[config.mk]
export PLATFORM = sky130hd
export DESIGN_NAME = utf8_to_legacy_7bit_transcoder_flat
export DESIGN_NICKNAME = d
export VERILOG_FILES = /design/src/rtl/u7t_pkg.sv /design/src/rtl/u7t_ifs.sv /design/src/rtl/utf8_to_legacy_7bit_transcoder.sv /design/src/rtl/u7t_in_stage.sv /design/src/rtl/u7t_decoder.sv /design/src/rtl/u7t_out_reg.sv /design/src/flat_wrapper.sv
export VERILOG_INCLUDE_DIRS = /design/src /design/src/rtl
export SDC_FILE = /design/constraint.sdc
export NUM_CORES = 1
export LEC_CHECK = 0
export ABC_AREA = 0
export BUFFER_PORTS_ARGS = -buffer_cell sky130_fd_sc_hd__buf_2
export CAP_MARGIN = 0
export CORE_MARGIN = 5
export CORE_UTILIZATION = 59
export DETAILED_ROUTE_END_ITERATION = 16
export PLACE_DENSITY = 0.87
export SLEW_MARGIN = 20
export SYNTH_ARGS = -nofsm -noshare
export SYNTH_HDL_FRONTEND = slang
export SYNTH_SLANG_ARGS = --single-unit
[constraint.sdc]
create_clock -name clk -period 3.05 [get_ports clk]
set_clock_uncertainty 0.2 [all_clocks]
set_input_delay 0.305 -clock clk [delete_from_list [all_inputs] [get_ports clk]]
set_output_delay 0.305 -clock clk [all_outputs]
set_load 0.02 [all_outputs]
[src/rtl/utf8_to_legacy_7bit_transcoder_defines.svh]
// Assertion macros used by the transcoder top level.
`ifndef UTF8_TO_LEGACY_7BIT_TRANSCODER_DEFINES_SVH
`define UTF8_TO_LEGACY_7BIT_TRANSCODER_DEFINES_SVH

// Same-cycle implication, sampled on clk, quiet in reset.
`define U7T_ASSERT_SAME(name, ante, cons) \
    name: assert property (@(posedge clk) disable iff (!rst_n) (ante) |-> (cons)) \
        else $error("transcoder same-cycle check failed");

// Next-cycle implication, sampled on clk, quiet in reset.
`define U7T_ASSERT_NEXT(name, ante, cons) \
    name: assert property (@(posedge clk) disable iff (!rst_n) (ante) |=> (cons)) \
        else $error("transcoder next-cycle check failed");

`endif

[src/rtl/u7t_pkg.sv]
// Types, constants and lookup functions of the UTF-8 to 7-bit transcoder.
package u7t_pkg;

    localparam logic [7:0] LEAD_TWO_MIN   = 8'o300;
    localparam logic [7:0] LEAD_THREE_MIN = 8'o340;
    localparam logic [7:0] LEAD_FOUR_MIN  = 8'o360;
    localparam logic [7:0] LEAD_BAD_MIN   = 8'o370;
    localparam logic [7:0] CONT_MIN       = 8'o200;
    localparam logic [7:0] LEAD_ARROWS    = 8'o342;

    // Byte held by the input stage.
    typedef struct packed {
        logic       valid;
        logic [7:0] data;
    } stage_t;

    // Result of one decode step.
    typedef struct packed {
        logic       valid;
        logic [6:0] code;
        logic       mapped;
    } result_t;

    // Lookup outcome of a glyph table.
    typedef struct packed {
        logic       hit;
        logic [6:0] code;
    } glyph_t;

    // Remap the seven special ASCII codes, pass the rest.
    function automatic logic [6:0] ascii_map(input logic [6:0] a);
        logic [6:0] r;
        case (a)
            7'o033:  r = 7'o175;
            7'o010:  r = 7'o177;
            7'o136:  r = 7'o004;
            7'o137:  r = 7'o030;
            7'o175:  r = 7'o176;
            7'o176:  r = 7'o032;
            7'o177:  r = 7'o010;
            default: r = a;
        endcase
        return r;
    endfunction

    // Two-byte glyphs keyed by lead and last byte.
    function automatic glyph_t two_lookup(input logic [7:0] k1, input logic [7:0] k2);
        glyph_t g;
        g.hit = 1'b1;
        case ({k1, k2})
            {8'o302, 8'o254}: g.code = 7'o005;
            {8'o316, 8'o261}: g.code = 7'o002;
            {8'o316, 8'o262}: g.code = 7'o003;
            {8'o316, 8'o265}: g.code = 7'o006;
            {8'o316, 8'o273}: g.code = 7'o010;
            {8'o317, 8'o200}: g.code = 7'o007;
            default:
            begin
                g.hit  = 1'b0;
                g.code = 7'd0;
            end
        endcase
        return g;
    endfunction

    // Three-byte glyphs under the arrows lead, keyed by second and last byte.
    function automatic glyph_t three_lookup(input logic [7:0] k1, input logic [7:0] k2);
        glyph_t g;
        g.hit = 1'b1;
        case ({k1, k2})
            {8'o206, 8'o220}: g.code = 7'o137;
            {8'o206, 8'o221}: g.code = 7'o136;
            {8'o206, 8'o222}: g.code = 7'o031;
            {8'o206, 8'o223}: g.code = 7'o001;
            {8'o206, 8'o224}: g.code = 7'o027;
            {8'o210, 8'o200}: g.code = 7'o024;
            {8'o210, 8'o202}: g.code = 7'o017;
            {8'o210, 8'o203}: g.code = 7'o025;
            {8'o210, 8'o236}: g.code = 7'o016;
            {8'o210, 8'o247}: g.code = 7'o004;
            {8'o210, 8'o250}: g.code = 7'o037;
            {8'o210, 8'o251}: g.code = 7'o022;
            {8'o210, 8'o252}: g.code = 7'o023;
            {8'o211, 8'o240}: g.code = 7'o033;
            {8'o211, 8'o241}: g.code = 7'o036;
            {8'o211, 8'o244}: g.code = 7'o034;
            {8'o211, 8'o245}: g.code = 7'o035;
            {8'o212, 8'o202}: g.code = 7'o020;
            {8'o212, 8'o203}: g.code = 7'o021;
            {8'o223, 8'o247}: g.code = 7'o026;
            default:
            begin
                g.hit  = 1'b0;
                g.code = 7'd0;
            end
        endcase
        return g;
    endfunction

endpackage

[src/rtl/u7t_ifs.sv]
// Channel interfaces of the transcoder: byte input and code output.
interface u7t_byte_if;
    logic       valid;
    logic       ready;
    logic [7:0] byte_in;

    modport source (output valid, output byte_in, input ready);
    modport sink   (input valid, input byte_in, output ready);
endinterface

interface u7t_code_if;
    logic       valid;
    logic       ready;
    logic [6:0] code;
    logic       mapped;

    modport source (output valid, output code, output mapped, input ready);
    modport sink   (input valid, input code, input mapped, output ready);
endinterface

[src/rtl/utf8_to_legacy_7bit_transcoder.sv]
// UTF-8 to 7-bit legacy code transcoder, top level.
// Takes one UTF-8 byte per beat on bytes and gives one 7-bit code per
// completed character on codes, with mapped low for unknown or malformed
// characters (code 0). A byte goes through an input register, the decoder
// (character state plus table lookup) and a result register, and one byte
// is accepted every cycle as long as codes keeps taking results. Bytes that
// complete no character leave no beat. The result register's readiness sets
// the pace: when a result waits untaken, one more byte is taken into the
// input register and then bytes stall.
`include "utf8_to_legacy_7bit_transcoder_defines.svh"

module utf8_to_legacy_7bit_transcoder
    import u7t_pkg::*;
(
    input  logic        clk,
    input  logic        rst_n,
    u7t_byte_if.sink    bytes,
    u7t_code_if.source  codes
);

    stage_t  stage;
    result_t res;
    logic    space;
    logic    fire;
    logic    idle;

    // Consume the staged byte whenever the result register can take its outcome.
    assign fire = stage.valid && space;

    u7t_in_stage u_in_stage
    (
        .clk     (clk),
        .rst_n   (rst_n),
        .bytes   (bytes),
        .advance (space),
        .stage   (stage)
    );

    u7t_decoder u_decoder
    (
        .clk   (clk),
        .rst_n (rst_n),
        .fire  (fire),
        .data  (stage.data),
        .idle  (idle),
        .res   (res)
    );

    u7t_out_reg u_out_reg
    (
        .clk   (clk),
        .rst_n (rst_n),
        .res   (res),
        .space (space),
        .codes (codes)
    );

    // A staged ASCII byte at a character boundary yields a mapped code next cycle.
    `U7T_ASSERT_NEXT(a_ascii_result, fire && idle && !stage.data[7], codes.valid && codes.mapped)
    // A staged byte that cannot move stays staged.
    `U7T_ASSERT_NEXT(a_stage_hold, stage.valid && !space, stage.valid)
    // A continuation byte never produces a result unless it ends the character.
    `U7T_ASSERT_SAME(a_mid_silent, fire && !idle && res.valid, u_decoder.bytes_left_reg == 2'd1)

endmodule

[src/rtl/u7t_in_stage.sv]
// Input register: captures one byte beat and holds it until the decoder takes it.
module u7t_in_stage
    import u7t_pkg::*;
(
    input  logic          clk,
    input  logic          rst_n,
    u7t_byte_if.sink      bytes,
    input  logic          advance,
    output stage_t        stage
);

    logic       valid_reg;
    logic [7:0] data_reg;

    // Take a beat when empty or when the held byte leaves this cycle.
    assign bytes.ready = !valid_reg || advance;

    // Track occupancy.
    always_ff @(posedge clk or negedge rst_n)
    begin
        if (!rst_n)
        begin
            valid_reg <= 1'b0;
        end
        else if (bytes.valid && bytes.ready)
        begin
            valid_reg <= 1'b1;
        end
        else if (advance)
        begin
            valid_reg <= 1'b0;
        end
    end

    // Hold the payload.
    always_ff @(posedge clk)
    begin
        if (bytes.valid && bytes.ready)
        begin
            data_reg <= bytes.byte_in;
        end
    end

    assign stage.valid = valid_reg;
    assign stage.data  = data_reg;

endmodule

[src/rtl/u7t_decoder.sv]
// Character decoder: lead/continuation tracking and glyph lookup, one byte per step.
module u7t_decoder
    import u7t_pkg::*;
(
    input  logic       clk,
    input  logic       rst_n,
    input  logic       fire,
    input  logic [7:0] data,
    output logic       idle,
    output result_t    res
);

    logic [7:0] lead_byte_reg,     lead_byte_next;
    logic [7:0] second_byte_reg,   second_byte_next;
    logic [1:0] bytes_left_reg,    bytes_left_next;
    logic [1:0] byte_position_reg, byte_position_next;
    logic [1:0] left_dec;
    glyph_t     two_g;
    glyph_t     three_g;

    assign idle     = (bytes_left_reg == 2'd0);
    assign left_dec = bytes_left_reg - 2'd1;
    assign two_g    = two_lookup(lead_byte_reg, data);
    assign three_g  = three_lookup(second_byte_reg, data);

    // Step the character state and form the result.
    always_comb
    begin
        lead_byte_next     = lead_byte_reg;
        second_byte_next   = second_byte_reg;
        bytes_left_next    = bytes_left_reg;
        byte_position_next = byte_position_reg;
        res.valid          = 1'b0;
        res.code           = 7'd0;
        res.mapped         = 1'b0;
        if (bytes_left_reg == 2'd0)
        begin
            if (data < CONT_MIN)
            begin
                res.valid  = 1'b1;
                res.code   = ascii_map(data[6:0]);
                res.mapped = 1'b1;
            end
            else if (data < LEAD_TWO_MIN || data >= LEAD_BAD_MIN)
            begin
                res.valid = 1'b1;
            end
            else
            begin
                lead_byte_next     = data;
                second_byte_next   = 8'd0;
                byte_position_next = 2'd1;
                if (data < LEAD_THREE_MIN)
                begin
                    bytes_left_next = 2'd1;
                end
                else if (data < LEAD_FOUR_MIN)
                begin
                    bytes_left_next = 2'd2;
                end
                else
                begin
                    bytes_left_next = 2'd3;
                end
            end
        end
        else
        begin
            if (byte_position_reg == 2'd1)
            begin
                second_byte_next = data;
            end
            bytes_left_next    = left_dec;
            byte_position_next = byte_position_reg + 2'd1;
            if (left_dec == 2'd0)
            begin
                byte_position_next = 2'd0;
                res.valid          = 1'b1;
                if (lead_byte_reg >= LEAD_TWO_MIN && lead_byte_reg < LEAD_THREE_MIN)
                begin
                    res.code   = two_g.code;
                    res.mapped = two_g.hit;
                end
                else if (lead_byte_reg == LEAD_ARROWS)
                begin
                    res.code   = three_g.code;
                    res.mapped = three_g.hit;
                end
            end
        end
        if (!fire)
        begin
            res.valid = 1'b0;
        end
    end

    // Advance the state on each consumed byte.
    always_ff @(posedge clk or negedge rst_n)
    begin
        if (!rst_n)
        begin
            lead_byte_reg     <= 8'd0;
            second_byte_reg   <= 8'd0;
            bytes_left_reg    <= 2'd0;
            byte_position_reg <= 2'd0;
        end
        else if (fire)
        begin
            lead_byte_reg     <= lead_byte_next;
            second_byte_reg   <= second_byte_next;
            bytes_left_reg    <= bytes_left_next;
            byte_position_reg <= byte_position_next;
        end
    end

endmodule

[src/rtl/u7t_out_reg.sv]
// Result register: holds one code beat for the downstream side.
module u7t_out_reg
    import u7t_pkg::*;
(
    input  logic       clk,
    input  logic       rst_n,
    input  result_t    res,
    output logic       space,
    u7t_code_if.source codes
);

    logic       valid_reg;
    logic [6:0] code_reg;
    logic       mapped_reg;

    // Free when empty or when the held beat is taken now.
    assign space = !valid_reg || codes.ready;

    // Track occupancy.
    always_ff @(posedge clk or negedge rst_n)
    begin
        if (!rst_n)
        begin
            valid_reg <= 1'b0;
        end
        else if (space)
        begin
            valid_reg <= res.valid;
        end
    end

    // Load the payload.
    always_ff @(posedge clk)
    begin
        if (space && res.valid)
        begin
            code_reg   <= res.code;
            mapped_reg <= res.mapped;
        end
    end

    assign codes.valid  = valid_reg;
    assign codes.code   = code_reg;
    assign codes.mapped = mapped_reg;

endmodule
[src/flat_wrapper.sv]
// flat-port wrapper written by rule: the top's interface ports become plain ports
module utf8_to_legacy_7bit_transcoder_flat import u7t_pkg::*;
  (clk, rst_n, bytes_valid, bytes_byte_in, bytes_ready, codes_valid, codes_code, codes_mapped, codes_ready);
  u7t_byte_if bytes_i ();
  u7t_code_if codes_i ();
  input  logic clk;
  input  logic rst_n;
  input wire logic [$bits(bytes_i.valid)-1:0] bytes_valid;
  input wire logic [$bits(bytes_i.byte_in)-1:0] bytes_byte_in;
  output wire logic [$bits(bytes_i.ready)-1:0] bytes_ready;
  output wire logic [$bits(codes_i.valid)-1:0] codes_valid;
  output wire logic [$bits(codes_i.code)-1:0] codes_code;
  output wire logic [$bits(codes_i.mapped)-1:0] codes_mapped;
  input wire logic [$bits(codes_i.ready)-1:0] codes_ready;
  assign bytes_i.valid = bytes_valid;
  assign bytes_i.byte_in = bytes_byte_in;
  assign bytes_ready = bytes_i.ready;
  assign codes_valid = codes_i.valid;
  assign codes_code = codes_i.code;
  assign codes_mapped = codes_i.mapped;
  assign codes_i.ready = codes_ready;
  utf8_to_legacy_7bit_transcoder u_core (.clk(clk), .rst_n(rst_n), .bytes(bytes_i), .codes(codes_i));
endmodule
Word level (Yosys, flattened, before mapping)
Cells that the tools add are included.
{"block": "op_classes", "n_lt_le_gt_ge": 7, "n_reduce_logical": 18, "muxes": 28, "bitwise": 2, "eq_ne": 37, "n_addsub": 2}
{"op": "== test 16 bit, second input constant", "n": 26}
{"op": "case mux 7 bit (20 select lines)", "n": 1}
{"op": "two-way mux 8 bit", "n": 7}
{"op": "case mux 7 bit (7 select lines)", "n": 1}
{"op": "less-than comparator 8 bit, second input constant", "n": 5}
{"op": "== test 7 bit, second input constant", "n": 5}
{"op": "case mux 4 bit (6 select lines)", "n": 1}
{"op": "OR reduction 20 bit", "n": 1}
{"op": "two-way mux 9 bit", "n": 2}
{"op": ">= comparator 8 bit, second input constant", "n": 2}
{"op": "two-way mux 2 bit", "n": 8}
{"op": "== test 8 bit, second input constant", "n": 1}
{"op": "two-way mux 1 bit", "n": 8}
{"op": "AND reduction 4 bit", "n": 2}
{"op": "== test 7 x 4 -> 1 bit, second input constant", "n": 1}
{"op": "== test 7 x 5 -> 1 bit, second input constant", "n": 1}
{"op": "OR reduction 6 bit", "n": 1}
{"op": "logical AND 1 bit", "n": 4}
{"op": "zero test 2 bit", "n": 2}
{"op": "!= test 2 bit, second input constant", "n": 2}
{"op": "nonzero test 2 bit", "n": 2}
{"op": "logical OR 1 bit", "n": 3}
{"op": "AND reduction 3 bit", "n": 1}
{"op": "adder 2 x 1 -> 2 bit, second input constant", "n": 1}
{"op": "4 further kinds", "n": 6}
{"block": "totals", "word_cells": 103, "input_bits": 12, "reg_bits": 38, "output_inout_bits": 10}

Depth between registers and ports, before layout
Gate-level depths: netlist of the first run.
{"block": "depth", "word_depth": 9, "mapped_depth": 8, "ltp_nobuf": 6}

Hierarchy
Synthesis of the first run repeated with hierarchy kept, for this count alone.
{"block": "hier_totals", "hier_cells": 290, "hier_area_um2": 2638.8}
{"module": "u7t_decoder", "cells_each": 264, "n_inst": 1, "seq_area_each_um2": 500.5, "area_per_inst_um2": 2037.0}
{"module": "u7t_in_stage", "cells_each": 13, "n_inst": 1, "seq_area_each_um2": 265.3, "area_per_inst_um2": 301.5}
{"module": "u7t_out_reg", "cells_each": 12, "n_inst": 1, "seq_area_each_um2": 265.3, "area_per_inst_um2": 294.0}
{"module": "utf8_to_legacy_7bit_transcoder", "cells_each": 1, "n_inst": 1, "seq_area_each_um2": 0.0, "area_per_inst_um2": 6.3}

Worst setup path after synthesis of the first run
No wires, ideal clock.
{"block": "synth_path", "kind": "reg2reg", "startpoint": "register u_core.u_decoder.second_byte_reg[1]", "endpoint": "register u_core.u_out_reg.code_reg[2] (netlist: u_core.u_out_reg.codes.code[2]), data pin", "setup_slack_ns": 0.615, "path_buffers": 0, "synth_period_minus_slack_ns": 2.435, "setup_ns": 0.165, "arrival_ns": 2.070, "required_time_ns": 2.685, "stages_incl_launch_ff": 7, "cell_sequence": "dfrtp_1 > or4b_4 > or4_4 > or3_1 > nand4_1 > o21ai_1 > o31ai_2"}
{"element": "start: declaration", "line": "u7t_decoder.sv:14", "text": "logic [7:0] second_byte_reg, second_byte_next;"}
{"element": "start signal: assignment", "line": "u7t_decoder.sv:110", "text": "second_byte_reg <= second_byte_next;"}
{"element": "end signal: assignment", "line": "u7t_out_reg.sv:37", "text": "code_reg <= res.code;"}
{"element": "end: declaration", "line": "u7t_out_reg.sv:13", "text": "logic [6:0] code_reg;"}

==> results of run 1 <==
cell usage after synthesis (all sizes together) (2+ instances only):
master	count
or3	4
and2	3
o21ai	18
o31ai	10
nand3	16
or4b	3
nor2b	4
nor4bb	2
o41ai	2
o21a	2
a21o	3
nand2	24
nor2	18
o211ai	2
nor3	11
clkbuf	16
buf	2
a21oi	6
inv	4
nand4b	3
dfrtp	22
a211oi	2
nand2b	4
or2	3
nand4bb	3
nor3b	6
nand4	8
a31o	2
edfxtp	16
or4	2
mux2	6
or3b	3
and3	6
nor4	9
where the power goes:
part	total, mW	leakage, nW	internal, mW	switching [mW]
Sequential	0.844	0.428	0.699	0.144
Combinational	0.683	0.620	0.275	0.408
Clock	0.398	0.0539	0.212	0.186
final timing paths:
path | slack [ns] | cells after the start | start | endpoint
worst max-delay path | 0.36 | 7 | u_core.u_in_stage.data_reg[3] | u_core.u_out_reg.codes.code[1]
worst min-delay path | 0.002 | 2 | bytes_valid | u_core.u_in_stage.valid_reg
worst max register to register | 0.36 | 7 | u_core.u_in_stage.data_reg[3] | u_core.u_out_reg.codes.code[1]
worst min register to register | 0.31 | 1 | u_core.u_decoder.lead_byte_reg[4] | u_core.u_decoder.lead_byte_reg[4]
max in group asynchronous | 2.02 | 2 | rst_n | u_core.u_decoder.second_byte_reg[2]
min in group asynchronous | 0.30 | 2 | rst_n | u_core.u_decoder.lead_byte_reg[3]
through the flow:
stage,power [mW],util (%),setup WS [ns]
after global placement,1.48,65.1,0.402
after detailed placement,1.51,65.1,0.422
final,1.92,70.0,0.358
after floorplan,1.31,-,0.615
after global routing,2.04,70.0,0.226
after CTS,1.91,70.0,0.420
layout make-up:
type / instances / area, sq um
timing repair buffer: 40 / 270
multi-input combinational: 205 / 1320
tap: 50 / 62.6
clock buffer: 7 / 97.6
inverter: 4 / 15.0
fill: 295 / 1200
clock inverter: 1 / 6.26
sequential: 38 / 1030
metal layers:
metal	track usage, %	vias up	routed length (um)
li1	-	1078	-
met3	3.92	27	483
met4	8.85	0	178
met2	42.7	130	3130
met1	33.8	1108	2720
met5	0	-	0
kinds of logic (layout without fill, tap and decap cells):
kind of cell / after synthesis / after routing / synth area share (%)
compound gates: 60 / 60 / 17.6
xor+xnor: 1 / 1 / 0.360
fa+ha+maj: 1 / 1 / 0.515
buf+inv: 22 / 52 / 3.45
flops: 38 / 38 / 42.4
mux: 6 / 6 / 2.78
simple gates: 137 / 137 / 32.9
timing repair:
action                     CTS  global route
setup endpoints to repair    0             0
setup buffers                0             0
gates resized for setup      0             0
hold buffers                 9             0
hold endpoints to repair    30             0
==> impl_metrics.py, run 1 <==
metrics = {
    "floorplanning": {
        "io_pins": 22,
        "start_util_pct": 60.8,
        "die-area_sq_um": 5500,
        "die_w_um": 74.2,
        "die_y_um": 74.2,
        "fp-row-count": 23,
        "core_area_sq_um": 4000,
    },
    "final_layout": {
        "fin_nets": 307,
        "fin_area_sq_um": 2800,
        "instances_no_fill": 345,
        "drive_gt1_share_pct": 19.0,
        "most-common-layout-cells": "24 x nand2_1, 22 x dfrtp_1, 21 x buf_2",
        "syn_to_final_growth_pct": 15.1,
        "diodes": 0,
        "layout_commonest_cell": "nand2_1",
    },
    "detailed_routing": {
        "vias_per_cell": 6.79,
        "drt-initial-drc-count": 230,
        "drt-total-wl_um": 6510,
        "drcViolationCount": 0,
        "dr.pass1.iters": 7,
        "ant_nets": 0,
        "wl_per_cell_um": 18.9,
        "vias": 2343,
    },
    "synth": {
        "yosys_warnings": 0,
        "ys_seq_elements": 38,
        "syn_inst": 265,
        "ys.flop_type": "dfrtp_1",
        "ys_seq_area_share_pct": 42.4,
        "synth.largest_area_cell": "dfrtp_1",
        "synth.top_cell.area_share_pct": 22.6,
        "synth_area_leaders": "dfrtp_1 23%, edfxtp_1 20%, nand2_1 3.7%",
        "synth_nets": 278,
        "synth_area_per_cell_sq_um": 9.17,
        "ys_types": 62,
        "syn_area_sq_um": 2430,
        "async_reset_ff_share_pct": 57.9,
        "synth-edff-count": 16,
    },
    "run_status": {
        "outcome": "complete, no violations",
    },
    "power": {
        "power.leakage_nw": 1.10,
        "ir_drop_mv": 0.468,
        "powerDensity_nw_per_um2": 688,
    },
    "placement": {
        "placed_cell_area_sq_um": 2610,
        "port_buffers": 21,
        "place.gp.congestion": 0.931,
        "post-dp-hpwl_um": 4650,
        "dp.cells": 328,
    },
    "setup_path": {
        "critPathArrivalTime_ns": 2.53,
        "end_kind": "flip-flop",
        "path_class": "reg2reg",
        "cp-start-kind": "flip-flop",
        "cp_cell_sequence": "buf_4 > nand4b_1 > nor2_1 > o31ai_1 > nand4_1 > a21oi_1 > o41ai_1",
        "crit_family": "compound AO/OA/AOI/OAI gates",
        "required_ns": 2.88,
        "crit_slowest_cell": "edfxtp_1",
        "slowest_delay_ns": 0.56,
        "crit_buf_inv": 1,
        "crit_fanout": 15,
    },
    "clock_tree": {
        "cts.path.max_buffers": 2,
        "path_clk_slew_ns": 0.08,
        "clock_latency_ns": 0.30,
        "cts_made_buffers": 5,
        "tritoncts": "done",
        "clock-root-buffer": "clkbuf_8",
        "h-tree-depth": 2,
        "clkSinkCount": 38,
    },
    "timing": {
        "whs_ns": 0.00200,
        "max_freq_mhz": 371,
        "final.min_clock_period_ns": 2.69,
        "fin_setup_tns_ns": 0,
        "rsz0062_at_grt": "no",
        "fin_crit_sh_pct": 88.3,
        "worst_slew_pin_slew_ns": 0.582,
        "timing.slew.headroom_pct": 60.8,
        "hold_violations": 0,
        "slew_violations": 0,
        "finalSetupViolCount": 0,
    },
    "global_routing": {
        "grt_antenna_before_repair": 0,
        "grt_max_degree": 23,
        "grt_pass1_vias": 2155,
        "grt_overflow_total": 0,
        "grt_pass1_wl_um": 10600,
        "grt_usage_pct": 25.5,
    },
    "hold_path": {
        "hold_class": "in2reg",
    },
    "run": {
        "drv_cap": 0,
    },
}
(Power assumes the default switching activity.)
==> run 2: changes to the inputs <==
clock period = 2.7 ns   (was 3.05 ns; I/O delays follow)
==> impl_metrics.py, run 2 (same netlist as run 1, synthesis figures left out) <==
metrics = {
    "power": {
        "power.leakage_nw": 1.21,
        "seqPwrFrac_pct": 41.3,
        "swShare_pct": 37.0,
        "pwr-share-comb_pct": 36.2,
        "ir_drop_mv": 0.549,
        "p_int_mw": 1.45,
        "switchingPower_uw": 852,
        "clock_power_share_pct": 22.6,
        "powerDensity_nw_per_um2": 767,
    },
    "detailed_routing": {
        "wl_per_cell_um": 18.3,
        "drt-initial-drc-count": 344,
        "vias": 2430,
        "dr.pass1.iters": 5,
        "vias_per_cell": 6.68,
        "drt-total-wl_um": 6670,
        "ant_nets": 0,
        "drcViolationCount": 0,
    },
    "final_layout": {
        "syn_to_final_growth_pct": 23.5,
        "diodes": 0,
        "fin_nets": 326,
        "drive_gt1_share_pct": 25.5,
        "fin_area_sq_um": 3000,
        "most-common-layout-cells": "28 x buf_4, 24 x nand2_1, 22 x dfrtp_1",
        "layout_commonest_cell": "buf_4",
    },
    "setup_path": {
        "path_class": "reg2reg",
        "cp_cell_sequence": "nand4bb_1 > nor4_2 > a311oi_2 > nand4_1 > a21oi_2 > o41ai_1",
        "crit_fanout": 10,
        "slowest_delay_ns": 0.56,
        "crit_family": "simple AND/OR/NAND/NOR gates",
        "end_kind": "flip-flop",
        "critPathArrivalTime_ns": 2.57,
        "crit_buf_inv": 0,
        "crit_slowest_cell": "edfxtp_1",
        "cp-start-kind": "flip-flop",
        "required_ns": 2.59,
    },
    "floorplanning": {
        "fp-row-count": 23,
        "core_area_sq_um": 4000,
        "die_y_um": 74.2,
        "start_util_pct": 60.8,
        "io_pins": 22,
        "die-area_sq_um": 5500,
        "die_w_um": 74.2,
    },
    "placement": {
        "pre_cts_ws_ns": 0.175,
        "place.gp.congestion": 0.968,
        "post-dp-hpwl_um": 4470,
        "placed_cell_area_sq_um": 2670,
        "port_buffers": 21,
    },
    "timing": {
        "rsz0062_at_grt": "yes",
        "final.min_clock_period_ns": 2.68,
        "fin_crit_sh_pct": 99.3,
        "slew_violations": 0,
        "setup_ws_ns": 0.0188,
        "timing.slew.headroom_pct": 59.7,
        "max_freq_mhz": 373,
        "hold_violations": 0,
        "finalSetupViolCount": 0,
        "worst_slew_pin_slew_ns": 0.601,
    },
    "clock_tree": {
        "cts_made_buffers": 5,
        "cts.path.max_buffers": 2,
        "tritoncts": "done",
        "h-tree-depth": 2,
        "clkSinkCount": 38,
        "clock_latency_ns": 0.29,
        "path_clk_slew_ns": 0.07,
        "clock-root-buffer": "clkbuf_8",
    },
    "run": {
        "drv_cap": 0,
    },
    "hold_path": {
        "hold_class": "in2reg",
    },
    "global_routing": {
        "grt_antenna_before_repair": 0,
        "grt_usage_pct": 25.4,
        "grt_max_degree": 23,
        "grt_pass1_wl_um": 10800,
        "grt_overflow_total": 0,
        "grt_pass1_vias": 2256,
    },
    "run_status": {
        "outcome": "complete, no violations",
    },
}
## run 2: metrics by stage
step	power, mW	utilization, %	std cells	hold WS [ns]	TNS, ns
6_report	2.30	75.0	364	0.0969	0
5_1_grt	2.43	75.0	364	0.0992	-0.112
4_1_cts	2.25	72.4	354	0.0927	0
3_5_place_dp	1.72	66.6	336	0.0545	0
3_3_place_gp	1.67	66.6	336	0.0505	0
2_1_floorplan	1.48	-	265	-0.226	0
## run 2: cell type report
class,instances,area (sq um)
fill,273,998
tap,50,62.6
multi-input combinational,205,1350
inverter,4,15.0
sequential,38,1030
timing repair buffer,59,415
clock buffer,8,133
## run 2: tightest hold or removal path, cell delays in order
cell and delay, ns:
buf_2 0.08, nand2b_1 0.11, o31ai_1 0.08
## run 2: power groups by stage
stage	combinational (mW)	clock [mW]	sequential (mW)
4_1_cts	0.785	0.527	0.942
2_1_floorplan	0.558	0	0.927
3_5_place_dp	0.764	0	0.952
3_3_place_gp	0.741	0	0.934
6_report	0.832	0.520	0.950
5_1_grt	0.905	0.557	0.970
## run 2: what timing repair did
| action | in CTS | in global routing |
|---|---|---|
| hold buffers | 10 | 0 |
| buffers inserted | 0 | 10 |
| endpoints found under the setup margin | 0 | 5 |
| endpoints found under the hold margin | 31 | 0 |
| gates resized for setup | 0 | 5 |
## run 2: path summary, 6_finish.rpt
kind                                                             from                                     to  depth (start not counted)  slack (ns)
worst min register to register  u_core.u_decoder.byte_position_reg[1]  u_core.u_decoder.byte_position_reg[1]                          2        0.30
max in group asynchronous                                       rst_n    u_core.u_decoder.second_byte_reg[0]                          2        1.71
worst max-delay path                    u_core.u_in_stage.data_reg[7]         u_core.u_out_reg.codes.code[1]                          6        0.02
worst max register to register          u_core.u_in_stage.data_reg[7]         u_core.u_out_reg.codes.code[1]                          6        0.02
worst min-delay path                                      codes_ready           u_core.u_out_reg.codes.valid                          3         0.1
min in group asynchronous                                       rst_n      u_core.u_decoder.lead_byte_reg[4]                          2        0.26
## run 2: per-layer routing
layer / track usage (%) / vias up / wire (um)
li1: - / 1118 / -
met1: 32.4 / 1136 / 2690
met2: 42.4 / 144 / 3140
met3: 6.35 / 32 / 639
met4: 8.45 / 0 / 198
met5: 0 / - / 0
==> run 3: changes to the inputs <==
CTS_CLUSTER_SIZE = 12   (was unset)
RECOVER_POWER = 100   (was unset)
==> impl_metrics.py, run 3 (same netlist as run 1, synthesis figures left out) <==
metrics = {
    "run_status": {
        "outcome": "complete, no violations",
    },
    "global_routing": {
        "grt_usage_pct": 25.4,
        "grt_max_degree": 23,
        "grt_antenna_before_repair": 0,
        "grt_pass1_vias": 2256,
        "grt_pass1_wl_um": 10800,
        "grt_overflow_total": 0,
    },
    "hold_path": {
        "hold_class": "in2reg",
        "hold_end": "u_core.u_out_reg.codes.valid",
        "hold_depth": 3,
        "hold_path_startpoint": "codes_ready",
    },
    "clock_tree": {
        "cts_made_buffers": 5,
        "cts.path.max_buffers": 2,
        "tritoncts": "done",
        "clock-root-buffer": "clkbuf_8",
        "clkSinkCount": 38,
        "h-tree-depth": 2,
        "path_clk_slew_ns": 0.07,
        "clock_latency_ns": 0.29,
    },
    "setup_path": {
        "cp_cell_sequence": "nand4bb_1 > nor4_2 > a311oi_2 > nand4_1 > a21oi_2 > o41ai_1",
        "r2r_slack_ns": 0.03,
        "timing.rr.start": "u_core.u_in_stage.data_reg[7]",
        "crit_buf_inv": 0,
        "required_ns": 2.59,
        "crit_slowest_cell": "edfxtp_1",
        "crit_fanout": 10,
        "path_class": "reg2reg",
        "slowest_delay_ns": 0.56,
        "critPathArrivalTime_ns": 2.55,
        "ff2ff_path_depth": 6,
        "end_kind": "flip-flop",
        "r2r_end": "u_core.u_out_reg.codes.code[1]",
        "crit_family": "simple AND/OR/NAND/NOR gates",
        "cp-start-kind": "flip-flop",
    },
    "placement": {
        "post-dp-hpwl_um": 4470,
        "dp.cells": 336,
        "port_buffers": 21,
        "place.gp.congestion": 0.968,
        "placed_cell_area_sq_um": 2670,
    },
    "final_layout": {
        "fin_nets": 326,
        "syn_to_final_growth_pct": 22.2,
        "instances_no_fill": 364,
        "most-common-layout-cells": "24 x nand2_1, 24 x buf_4, 22 x dfrtp_1",
        "fillCellCount": 282,
        "diodes": 0,
        "drive_gt1_share_pct": 20.1,
        "final_core_util_pct": 74.3,
        "fin_area_sq_um": 2970,
    },
    "detailed_routing": {
        "dr.pass1.iters": 4,
        "drcViolationCount": 0,
        "drt-total-wl_um": 6620,
        "vias": 2391,
        "vias_per_cell": 6.57,
        "ant_nets": 0,
        "wl_per_cell_um": 18.2,
        "drt-initial-drc-count": 345,
    },
    "timing": {
        "whs_ns": 0.0971,
        "finalSetupViolCount": 0,
        "worst_slew_pin_slew_ns": 1.17,
        "final.min_clock_period_ns": 2.67,
        "fin_crit_sh_pct": 98.7,
        "timing.slew.headroom_pct": 22.2,
        "max_freq_mhz": 375,
        "rsz0062_at_grt": "yes",
        "slew_violations": 0,
        "hold_violations": 0,
    },
    "floorplanning": {
        "fp-row-count": 23,
        "die_w_um": 74.2,
        "die_y_um": 74.2,
        "start_util_pct": 60.8,
        "core_area_sq_um": 4000,
        "io_pins": 22,
        "die-area_sq_um": 5500,
    },
    "power": {
        "powerDensity_nw_per_um2": 767,
        "finalPower_mw": 2.28,
        "ir_drop_mv": 0.549,
        "power.leakage_nw": 1.16,
    },
    "run": {
        "drv_cap": 0,
    },
}
==> run 3: cell count changes in the layout (fill, tap and decap cells not counted) <==
cell / previous run / this run
and2_1: 3 / 2
and2_0: 0 / 1
clkbuf_1: 0 / 16
mux2_2: 6 / 5
buf_2: 21 / 9
buf_4: 28 / 24
mux2_1: 0 / 1
==> run 3: repair_timing <==
action	in CTS	in global routing
resized for setup	0	5
hold buffers	10	0
setup endpoints to repair	0	5
endpoints found under the hold margin	31	0
setup buffers	0	10
==> run 3: worst max-delay path by stage <==
stage / slack (ns) / cells past startpoint / start / end
final: 0.03 / 6 / u_core.u_in_stage.data_reg[7] / u_core.u_out_reg.codes.code[1]
after global routing: -0.09 / 6 / u_core.u_in_stage.data_reg[7] / u_core.u_out_reg.codes.code[1]
after floorplan: 0.26 / 6 / u_core.u_decoder.second_byte_reg[1] / u_core.u_out_reg.codes.code[2]
after detailed placement: 0.17 / 6 / u_core.u_in_stage.data_reg[6] / u_core.u_out_reg.codes.code[1]
after CTS: 0.13 / 6 / u_core.u_decoder.second_byte_reg[5] / u_core.u_out_reg.codes.code[1]
after global placement: 0.19 / 6 / u_core.u_in_stage.data_reg[1] / u_core.u_out_reg.codes.code[1]
==> run 3: area by class of cell <==
class	instances	area, sq um	area share [%]
multi-input cells	205	1350	45.3
flip-flops and latches	38	1030	34.7
repair buffers	59	385	13.0
clock buffers	8	133	4.46
well taps	50	62.6	2.11
inverters	4	15.0	0.505
==> run 3: power breakdown <==
| part | leakage, nW | internal [mW] | switching, mW |
|---|---|---|---|
| Combinational | 0.665 | 0.321 | 0.487 |
| Sequential | 0.428 | 0.790 | 0.163 |
| Clock | 0.0678 | 0.319 | 0.200 |
==> run 3: worst min-delay path: stages <==
cell and delay (ns):
buf_2 0.08, nand2b_1 0.11, o31ai_1 0.08
==> run 3: routing by layer <==
| metal | GRT usage [%] | part of all wire, % |
|---|---|---|
| met3 | 6.35 | 9.5 |
| met2 | 42.4 | 48 |
| met5 | 0 | 0 |
| met1 | 32.4 | 41 |
| met4 | 8.45 | 1.9 |
==> run 3: metrics by stage <==
stage / TNS (ns) / setup slack (ns)
5_1_grt: -0.112 / -0.0941
2_1_floorplan: 0 / 0.265
4_1_cts: 0 / 0.132
3_5_place_dp: 0 / 0.175
3_3_place_gp: 0 / 0.194
6_report: 0 / 0.0343
